--- src/sv/psc_pkg.sv ---
`timescale 1ns / 1ps
// ----------------------------------------------------------------------------
// psc_pkg: shared types and constants of the statement classifier
// Token kind codes, statement type codes, phase encoding, the fixed prefix
// table and the request/result payload structs.
// ----------------------------------------------------------------------------
package psc_pkg;

  typedef logic [5:0] kind_t;
  typedef logic [3:0] stmt_t;

  // Request opcodes
  localparam logic OP_TOKEN = 1'b0;
  localparam logic OP_CLEAR = 1'b1;

  // Token kinds used by the classifier
  localparam kind_t etOTHER     = 6'd0;
  localparam kind_t etDECLARE   = 6'd1;
  localparam kind_t etFUNCTION  = 6'd2;
  localparam kind_t etPROCEDURE = 6'd3;
  localparam kind_t etPACKAGE   = 6'd4;
  localparam kind_t etBODY      = 6'd5;
  localparam kind_t etBEGIN     = 6'd6;
  localparam kind_t etSEMICOLON = 6'd19;
  localparam kind_t etSLASH     = 6'd25;
  localparam kind_t etCREATE    = 6'd33;
  localparam kind_t etLESS      = 6'd40;
  localparam kind_t etTRIGGER   = 6'd42;
  localparam kind_t etTYPE      = 6'd43;
  localparam kind_t etOR        = 6'd44;
  localparam kind_t etREPLACE   = 6'd45;
  localparam kind_t etDOT       = 6'd46;
  localparam kind_t etCOLON     = 6'd47;
  localparam kind_t etEQUAL     = 6'd48;
  localparam kind_t etEOL       = 6'd49;
  localparam kind_t etEOF       = 6'd50;
  localparam kind_t etCOMMENT   = 6'd51;

  // Statement types
  localparam stmt_t ST_SQL       = 4'd0;
  localparam stmt_t ST_BLOCK     = 4'd1;
  localparam stmt_t ST_FUNCTION  = 4'd2;
  localparam stmt_t ST_PROCEDURE = 4'd3;
  localparam stmt_t ST_PACKAGE   = 4'd4;
  localparam stmt_t ST_PKG_BODY  = 4'd5;
  localparam stmt_t ST_TRIGGER   = 4'd6;
  localparam stmt_t ST_TYPE      = 4'd7;
  localparam stmt_t ST_TYPE_BODY = 4'd8;

  // Recognition phase
  typedef enum logic [3:0] {
    PH_TYPE    = 4'b0001,
    PH_NAME    = 4'b0010,
    PH_PENDING = 4'b0100,
    PH_DONE    = 4'b1000
  } phase_t;

  localparam logic [1:0] PHC_TYPE    = 2'd0;
  localparam logic [1:0] PHC_NAME    = 2'd1;
  localparam logic [1:0] PHC_PENDING = 2'd2;
  localparam logic [1:0] PHC_DONE    = 2'd3;

  // Prefix table
  localparam int NUM_ROWS = 17;
  localparam int ROW_MAX  = 5;

  typedef logic [NUM_ROWS-1:0] row_vec_t;

  localparam stmt_t ROW_TYPE [NUM_ROWS] = '{
    ST_BLOCK, ST_BLOCK, ST_BLOCK,
    ST_FUNCTION, ST_PKG_BODY, ST_PACKAGE, ST_PROCEDURE, ST_TRIGGER,
    ST_TYPE_BODY, ST_TYPE,
    ST_FUNCTION, ST_PKG_BODY, ST_PACKAGE, ST_PROCEDURE, ST_TRIGGER,
    ST_TYPE_BODY, ST_TYPE
  };

  localparam logic [2:0] ROW_LEN [NUM_ROWS] = '{
    3'd2, 3'd1, 3'd1,
    3'd2, 3'd3, 3'd2, 3'd2, 3'd2, 3'd3, 3'd2,
    3'd4, 3'd5, 3'd4, 3'd4, 3'd4, 3'd5, 3'd4
  };

  localparam kind_t ROW_SEQ [NUM_ROWS][ROW_MAX] = '{
    '{etLESS,    etLESS,      etOTHER,     etOTHER,     etOTHER},
    '{etDECLARE, etOTHER,     etOTHER,     etOTHER,     etOTHER},
    '{etBEGIN,   etOTHER,     etOTHER,     etOTHER,     etOTHER},
    '{etCREATE,  etFUNCTION,  etOTHER,     etOTHER,     etOTHER},
    '{etCREATE,  etPACKAGE,   etBODY,      etOTHER,     etOTHER},
    '{etCREATE,  etPACKAGE,   etOTHER,     etOTHER,     etOTHER},
    '{etCREATE,  etPROCEDURE, etOTHER,     etOTHER,     etOTHER},
    '{etCREATE,  etTRIGGER,   etOTHER,     etOTHER,     etOTHER},
    '{etCREATE,  etTYPE,      etBODY,      etOTHER,     etOTHER},
    '{etCREATE,  etTYPE,      etOTHER,     etOTHER,     etOTHER},
    '{etCREATE,  etOR,        etREPLACE,   etFUNCTION,  etOTHER},
    '{etCREATE,  etOR,        etREPLACE,   etPACKAGE,   etBODY},
    '{etCREATE,  etOR,        etREPLACE,   etPACKAGE,   etOTHER},
    '{etCREATE,  etOR,        etREPLACE,   etPROCEDURE, etOTHER},
    '{etCREATE,  etOR,        etREPLACE,   etTRIGGER,   etOTHER},
    '{etCREATE,  etOR,        etREPLACE,   etTYPE,      etBODY},
    '{etCREATE,  etOR,        etREPLACE,   etTYPE,      etOTHER}
  };

  // Matcher status toward the control logic
  typedef struct packed {
    row_vec_t alive;      // rows still matching after appending the token
    logic     extend;     // token extends some row
    logic     old_exact;  // current store equals a whole row
    stmt_t    old_type;   // type of the first such row
  } psc_match_t;

  // Request payload
  typedef struct packed {
    logic       op;
    kind_t      token_kind;
    logic       at_column_zero;
    logic [15:0] token_ref;
  } psc_in_t;

  // Result payload
  typedef struct packed {
    logic [1:0]  phase;
    stmt_t       statement_type;
    logic        is_bind_var;
    logic        name_valid;
    logic [15:0] name_ref;
    logic        owner_valid;
    logic [15:0] owner_ref;
    logic        needs_semicolon;
    logic        may_have_errors;
    logic [15:0] error_base_ref;
  } psc_out_t;

  function automatic logic [1:0] phase_code(phase_t p);
    logic [1:0] c;
    case (p)
      PH_TYPE:    c = PHC_TYPE;
      PH_NAME:    c = PHC_NAME;
      PH_PENDING: c = PHC_PENDING;
      PH_DONE:    c = PHC_DONE;
      default:    c = PHC_TYPE;
    endcase
    return c;
  endfunction

endpackage

--- src/sv/plsql_statement_classifier.sv ---
`timescale 1ns / 1ps
// ----------------------------------------------------------------------------
// plsql_statement_classifier: token-stream statement classifier
// Classifies one SQL / PL/SQL statement from lexer tokens and tracks its
// object name and completion.
// ----------------------------------------------------------------------------
// Usage:
//   Requests enter on in_valid/in_stall with an in_data payload; op clear
//   restarts recognition, op token presents one lexer token. Every request
//   gives exactly one result on out_valid/out_stall, showing the state after
//   that request.
//   From acceptance, a request passes through the input register, then the
//   classifier update and the result register. Throughput is one request
//   per cycle while out_stall is low; the prefix table is compared in
//   parallel in the single update stage, so the compare holds no request back.
//   While out_stall holds, the result register keeps its result and one
//   more request can sit in the input register; after that in_stall rises.
//   Synchronous reset (rst_n low) empties both registers and puts the
//   classifier in type recognition with an empty prefix and no names.
// ----------------------------------------------------------------------------
module plsql_statement_classifier
  import psc_pkg::*;
#(
  parameter int PREFIX_DEPTH = 6
) (
  input  logic     clk,
  input  logic     rst_n,
  input  logic     in_valid,
  output logic     in_stall,
  input  psc_in_t  in_data,
  output logic     out_valid,
  input  logic     out_stall,
  output psc_out_t out_data
);

  localparam int CNT_W = $clog2(PREFIX_DEPTH + 1);
  localparam logic [CNT_W-1:0] CNT_FULL = CNT_W'(PREFIX_DEPTH);

  // Pipeline registers
  logic     in_v_r, in_v_nxt;
  psc_in_t  in_item_r;
  logic     out_v_r, out_v_nxt;
  psc_out_t out_item_r, out_item_nxt;
  logic     adv;

  // Classifier state
  phase_t           phase_r, phase_nxt;
  stmt_t            stype_r, stype_nxt;
  row_vec_t         alive_r, alive_nxt;
  logic [CNT_W-1:0] count_r, count_nxt;
  kind_t            last_kind_r, last_kind_nxt;
  logic [15:0]      last_ref_r, last_ref_nxt;
  logic [15:0]      prev_ref_r, prev_ref_nxt;
  logic             first_v_r, first_v_nxt;
  logic [15:0]      first_ref_r, first_ref_nxt;
  logic             second_v_r, second_v_nxt;
  logic [15:0]      second_ref_r, second_ref_nxt;
  kind_t            prev_kind_r, prev_kind_nxt;

  psc_match_t match;
  logic       bind_hit;

  // Stage handshake
  assign adv       = in_v_r && (!out_v_r || !out_stall);
  assign in_stall  = in_v_r && !adv;
  assign out_valid = out_v_r;
  assign out_data  = out_item_r;

  assign in_v_nxt  = (in_valid && !in_stall) ? 1'b1 : (adv ? 1'b0 : in_v_r);
  assign out_v_nxt = adv ? 1'b1 : (out_stall ? out_v_r : 1'b0);

  psc_prefix_match #(
    .CNT_W (CNT_W)
  ) u_match (
    .alive (alive_r),
    .count (count_r),
    .kind  (in_item_r.token_kind),
    .res   (match)
  );

  // Classifier update for the request in the input register
  always_comb begin
    kind_t       kind;
    logic [15:0] ref_tag;
    logic        do_name;
    logic        do_push;
    logic        slash0;

    kind     = in_item_r.token_kind;
    ref_tag  = in_item_r.token_ref;
    do_name  = 1'b0;
    do_push  = 1'b0;
    slash0   = (kind == etSLASH) && in_item_r.at_column_zero;
    bind_hit = 1'b0;

    phase_nxt      = phase_r;
    stype_nxt      = stype_r;
    alive_nxt      = alive_r;
    count_nxt      = count_r;
    last_kind_nxt  = last_kind_r;
    last_ref_nxt   = last_ref_r;
    prev_ref_nxt   = prev_ref_r;
    first_v_nxt    = first_v_r;
    first_ref_nxt  = first_ref_r;
    second_v_nxt   = second_v_r;
    second_ref_nxt = second_ref_r;
    prev_kind_nxt  = prev_kind_r;

    if (in_item_r.op == OP_CLEAR) begin
      phase_nxt     = PH_TYPE;
      stype_nxt     = ST_SQL;
      alive_nxt     = '1;
      count_nxt     = '0;
      first_v_nxt   = 1'b0;
      second_v_nxt  = 1'b0;
      prev_kind_nxt = etOTHER;
    end else if (kind != etCOMMENT) begin
      case (phase_r)
        PH_TYPE: begin
          if (kind != etEOL) begin
            if (count_r < CNT_FULL && match.extend) begin
              do_push   = 1'b1;
              alive_nxt = match.alive;
            end else if (match.old_exact) begin
              stype_nxt = match.old_type;
              phase_nxt = PH_NAME;
              do_name   = 1'b1;
            end else begin
              phase_nxt = PH_PENDING;
            end
          end
        end
        PH_NAME: begin
          do_name = 1'b1;
        end
        PH_PENDING: begin
          if (stype_r == ST_SQL) begin
            if (kind == etSEMICOLON || slash0) begin
              phase_nxt = PH_DONE;
            end
          end else begin
            // trigger body start joins the stored prefix
            if (stype_r == ST_TRIGGER && count_r != '0 && count_r < CNT_FULL &&
                last_kind_r == etTRIGGER && (kind == etDECLARE || kind == etBEGIN)) begin
              do_push = 1'b1;
            end
            if (kind == etEOF || slash0) begin
              phase_nxt = PH_DONE;
            end
          end
        end
        PH_DONE: begin
        end
        default: begin
        end
      endcase

      if (do_push) begin
        count_nxt     = count_r + CNT_W'(1);
        prev_ref_nxt  = last_ref_r;
        last_ref_nxt  = ref_tag;
        last_kind_nxt = kind;
      end

      // owner.name capture
      if (do_name) begin
        if (!first_v_r) begin
          first_v_nxt   = 1'b1;
          first_ref_nxt = ref_tag;
        end else if (kind != etDOT && prev_kind_r == etDOT) begin
          second_v_nxt   = 1'b1;
          second_ref_nxt = ref_tag;
        end else if (kind != etDOT) begin
          phase_nxt = PH_PENDING;
        end
      end

      bind_hit      = (prev_kind_r == etCOLON) && (kind != etEQUAL);
      prev_kind_nxt = kind;
    end
  end

  // Result fields from the updated state
  always_comb begin
    out_item_nxt                 = '0;
    out_item_nxt.phase           = phase_code(phase_nxt);
    out_item_nxt.statement_type  = stype_nxt;
    out_item_nxt.is_bind_var     = bind_hit;
    if (second_v_nxt) begin
      out_item_nxt.owner_valid = 1'b1;
      out_item_nxt.owner_ref   = first_ref_nxt;
      out_item_nxt.name_valid  = 1'b1;
      out_item_nxt.name_ref    = second_ref_nxt;
    end else if (first_v_nxt) begin
      out_item_nxt.name_valid = 1'b1;
      out_item_nxt.name_ref   = first_ref_nxt;
    end
    out_item_nxt.needs_semicolon = (stype_nxt != ST_SQL);
    out_item_nxt.may_have_errors = (stype_nxt != ST_SQL) && (stype_nxt != ST_BLOCK);
    // last stored token, stepping back over a trailing BODY
    if (count_nxt != '0) begin
      if (last_kind_nxt == etBODY) begin
        if (count_nxt > CNT_W'(1)) begin
          out_item_nxt.error_base_ref = prev_ref_nxt;
        end
      end else begin
        out_item_nxt.error_base_ref = last_ref_nxt;
      end
    end
  end

  // Control registers
  always_ff @(posedge clk) begin
    if (!rst_n) begin
      in_v_r       <= 1'b0;
      out_v_r      <= 1'b0;
      phase_r      <= PH_TYPE;
      stype_r      <= ST_SQL;
      alive_r      <= '1;
      count_r      <= '0;
      first_v_r    <= 1'b0;
      second_v_r   <= 1'b0;
      prev_kind_r  <= etOTHER;
    end else begin
      in_v_r  <= in_v_nxt;
      out_v_r <= out_v_nxt;
      if (adv) begin
        phase_r     <= phase_nxt;
        stype_r     <= stype_nxt;
        alive_r     <= alive_nxt;
        count_r     <= count_nxt;
        first_v_r   <= first_v_nxt;
        second_v_r  <= second_v_nxt;
        prev_kind_r <= prev_kind_nxt;
      end
    end
  end

  // Payload registers
  always_ff @(posedge clk) begin
    if (in_valid && !in_stall) begin
      in_item_r <= in_data;
    end
    if (adv) begin
      out_item_r   <= out_item_nxt;
      last_kind_r  <= last_kind_nxt;
      last_ref_r   <= last_ref_nxt;
      prev_ref_r   <= prev_ref_nxt;
      first_ref_r  <= first_ref_nxt;
      second_ref_r <= second_ref_nxt;
    end
  end

endmodule

--- src/sv/psc_prefix_match.sv ---
`timescale 1ns / 1ps
// ----------------------------------------------------------------------------
// psc_prefix_match: parallel prefix table compare
// Keeps one live bit per table row; a new token at position count narrows
// the live set. Also reports the first row that the current store equals.
// ----------------------------------------------------------------------------
module psc_prefix_match
  import psc_pkg::*;
#(
  parameter int CNT_W = 3
) (
  input  row_vec_t         alive,
  input  logic [CNT_W-1:0] count,
  input  kind_t            kind,
  output psc_match_t       res
);

  row_vec_t alive_nxt;
  logic     old_exact;
  stmt_t    old_type;

  // Narrow the live rows by the token at the next position
  always_comb begin
    logic pos_hit;
    for (int r = 0; r < NUM_ROWS; r++) begin
      pos_hit = 1'b0;
      for (int j = 0; j < ROW_MAX; j++) begin
        if (count == CNT_W'(j) && ROW_SEQ[r][j] == kind) begin
          pos_hit = 1'b1;
        end
      end
      alive_nxt[r] = alive[r] && (CNT_W'(ROW_LEN[r]) > count) && pos_hit;
    end
  end

  // Exact match on the current store, first row in table order wins
  always_comb begin
    old_exact = 1'b0;
    old_type  = ST_SQL;
    for (int r = NUM_ROWS - 1; r >= 0; r--) begin
      if (alive[r] && CNT_W'(ROW_LEN[r]) == count) begin
        old_exact = 1'b1;
        old_type  = ROW_TYPE[r];
      end
    end
  end

  assign res.alive     = alive_nxt;
  assign res.extend    = |alive_nxt;
  assign res.old_exact = old_exact;
  assign res.old_type  = old_type;

endmodule
--- config.mk ---
export PLATFORM = sky130hd
export DESIGN_NAME = plsql_statement_classifier
export DESIGN_NICKNAME = d
export VERILOG_FILES = /design/src/sv/psc_pkg.sv /design/src/sv/plsql_statement_classifier.sv /design/src/sv/psc_prefix_match.sv
export SDC_FILE = /design/constraint.sdc
export NUM_CORES = 1
export LEC_CHECK = 0
export ABC_AREA = 0
export BUFFER_PORTS_ARGS = -buffer_cell sky130_fd_sc_hd__clkbuf_2
export CORE_MARGIN = 2
export CORE_UTILIZATION = 50
export CTS_CLUSTER_DIAMETER = 120
export DETAILED_ROUTE_END_ITERATION = 12
export PLACE_DENSITY_LB_ADDON = 0.3
export SYNTH_ARGS = -nofsm -noshare
export SYNTH_HDL_FRONTEND = slang
export SYNTH_HIERARCHICAL = 1
export SYNTH_SLANG_ARGS = --single-unit
--- constraint.sdc ---
create_clock -name clk -period 10 [get_ports clk]
set_input_delay 1 -clock clk [delete_from_list [all_inputs] [get_ports clk]]
set_output_delay 1 -clock clk [all_outputs]
set_load 0.01 [all_outputs]
==> metrics.txt <==
CTS buffer count=17; Final Hold Viols=0; fin cells=1102; Psw=0.427 mW; Setup crit end kind=flip-flop; r2r setup slk=5.19 ns; final slew viol count=0; Mapped Cells=787; Initial Util=51.1%; Yosys warning count=6; Critical-path top delay cell=dfxtp_1; full die area=19500 um2; status=complete, no violations; final setup skew=0.00920 ns; initial antenna violation count=0; Remaining Overflow, GRT=0; CTS Sinks=191; sequential share of the synthesized area=58.3%; pwr/cell area=169 nW/um2; core box area=18000 um2; crit-path max cell delay=0.91 ns; first-pass GRT wire length=32.5 mm; Port Buffers=88; fin crit period=4.81 ns; die width=140 um; Place WS=5.23 ns; drt first pass iters=5; num rows=49; # DRC=0; Sw Share=24.4%; Post-CTS Resized=0; setup TNS=0 ns; Total Routing Usage GR=21.0%; layout cells sized above 1=17.9%; Yosys top cell area share=50.0%; Netlist cell types=87; synth-to-layout area growth=12.8%; Async SR Flop Fraction=0%; Mapped Area=9180 um2; EDFF count, synth=153; CTS max path bufs=2; routed len/inst=18.4 um; cts hold-fix bufs=0; final WL=20.3 mm; R2R cell count=12; number of global-route vias before repair=6209; GPL Wtd Cong=0.892; Finish-stage setup viols=0; vias per cell=5.89; CTS tree=built; max_cap viols=0; post-CTS setup buffer count=0; final worst path period share=48.1%; CTS clk-pin slew, worst paths=0.07 ns; critical path arrival=4.96 ns; Sequential Power Share=52.6%; Critical R2R Launch=count_r[2]$_SDFFE_PN0P_; syn_nets=817; ys flop type=edfxtp_1; clk root buf=clkbuf_16; H-tree Lvls=4; Slew HR=19.2%; DP Area=9740 um2; height of the die=140 um; Avg Cell Area, Syn=11.7 um2; DRT iter0 DRCs=686; Via Count=6494; leakage=3.97 nW; placed instance count=1070; Final #Nets=890; Final ANT Viol Nets=0; RSZ-0062 raised after global routing=no; crit start category=flip-flop; Clk pwr share=40.2%; I/O pins=89; reg2reg end=out_data[39]$_DFFE_PP_; ant diodes=0; Skew-Pair Late Insertion Delay=0.43 ns; crit path cell chain=nor2_1 > and4_1 > a41o_1 > nor4_1 > and4b_1 > nand3_1 > a21boi_1 > a211oi_2 > o211ai_2 > nor3_4 > mux2i_1 > o22ai_1; hold_sp=second_v_r$_SDFFE_PN0P_; pin count of the biggest net entering global routing=90; total power draw=1.75 mW; internal power=1.32 mW; hold crit path type=reg2reg; CP Class=reg2reg; slew at the pin closest to its max-slew limit=1.21 ns; worst-case vdd ir drop=0.173 mV; most area-consuming cells after synthesis=edfxtp_1, dfxtp_1, mux2i_1; highest clock rate=208 MHz; crit-path max FO=26; Comb pwr share=7.2%; Finished Cell Area=10400 um2; Final WS setup=5.19 ns; Hold Path End=second_v_r$_SDFFE_PN0P_; HPWL after DPL=13.2 mm; Required @ worst endpoint=10.15 ns; post-synth top area cell=edfxtp_1; hold depth=2; Yosys reg bits=191
## cell type report
type | instances | area [um2]
Fill cell | 1487 | 7600
Timing Repair Buffer | 94 | 485
Tap cell | 229 | 287
Inverter | 76 | 288
Clock buffer | 17 | 425
Multi-Input combinational cell | 480 | 3320
Clock inverter | 15 | 195
Sequential cell | 191 | 5360
## power groups by stage
stage	sequential, mW	clock [mW]	combinational (mW)
2_1_floorplan	0.935	0	0.0885
3_3_place_gp	0.938	0	0.125
3_5_place_dp	0.938	0	0.126
4_1_cts	0.921	0.715	0.127
5_1_grt	0.925	0.746	0.139
6_report	0.921	0.703	0.127
## cells in the mapped netlist, drive strengths merged (9+ instances only)
library cell	number
o21ai	40
o32ai	16
nand2b	12
dfxtp	38
nor3	28
clkbuf	18
nor2	68
nor2b	17
nand3	13
edfxtp	153
nand2	38
o22ai	21
inv	75
buf	22
mux2i	67
a21oi	23
a21boi	9
## layer usage
layer,GRT usage (%),wire [um],vias up
li1,-,-,3079
met1,29.3,9290,3169
met2,33.2,9540,221
met3,4.71,1170,25
met4,6.22,306,0
met5,0,0,-
## through the flow
stage / hold slack, ns / util (%)
finish: 0.518 / 57.7
CTS: 0.512 / 57.7
detailed placement: 0.495 / 54.2
floorplan: 0.461 / -
global route: 0.555 / 57.7
global placement: 0.493 / 54.2
## layout by cell type, fill, tap and decap left out, types with 4 or more instances in the layout
cell / n
dfxtp_1: 38
clkbuf_16: 17
a211oi_1: 4
nor2_1: 67
nand4_1: 8
nor3b_1: 5
o211ai_1: 5
nor2b_1: 16
a21oi_1: 23
a22oi_1: 7
o32ai_1: 16
a21o_1: 4
o21ai_0: 25
inv_1: 74
nor3_1: 26
clkbuf_2: 88
nand3b_1: 4
nor4_1: 5
mux2i_1: 67
a21boi_0: 8
edfxtp_1: 153
mux2_1: 5
buf_4: 6
and3b_1: 6
nand2b_1: 11
nand3_1: 13
o21ai_1: 15
nand2_1: 38
inv_6: 5
o22ai_1: 21
## cell families (layout without fill, tap and decap cells)
group,after synthesis,count (layout),synth area share (%)
compound gates,167,167,13.3
xor+xnor,3,3,0.286
fa+ha+maj,2,2,0.272
buf+inv,116,202,5.54
flops,191,191,58.3
mux,73,73,8.04
simple gates,235,235,14.3
## how the worst max path moves through the flow
| stage | startpoint | end | slack [ns] | cells after the start |
|---|---|---|---|---|
| floorplan | out_stall | count_r[2]$_SDFFE_PN0P_ | 4.23 | 7 |
| global placement | count_r[0]$_SDFFE_PN0P_ | out_data[4]$_SDFFCE_PN0P_ | 5.31 | 12 |
| CTS | count_r[0]$_SDFFE_PN0P_ | out_data[11]$_SDFFCE_PN0P_ | 5.23 | 12 |
| detailed placement | count_r[2]$_SDFFE_PN0P_ | out_data[36]$_DFFE_PP_ | 5.23 | 12 |
| global route | count_r[0]$_SDFFE_PN0P_ | out_data[37]$_DFFE_PP_ | 4.75 | 12 |
| finish | count_r[2]$_SDFFE_PN0P_ | out_data[39]$_DFFE_PP_ | 5.19 | 12 |
## registers in the layout, indices dropped and copies added (netlist names), 6 cells and up
register	count
alive_r	17
prev_kind_r	6
last_ref_r	16
last_kind_r	6
second_ref_r	16
first_ref_r	16
prev_ref_r	16
in_item_r	24
out_data	59
## critical path, delay by kind of cell, from the launching register on
family	cells	cell delay [ns]
compound gates	5	1.14
flops	1	0.91
mux	1	0.34
simple gates	6	2.10
(Power assumes the default switching activity.)
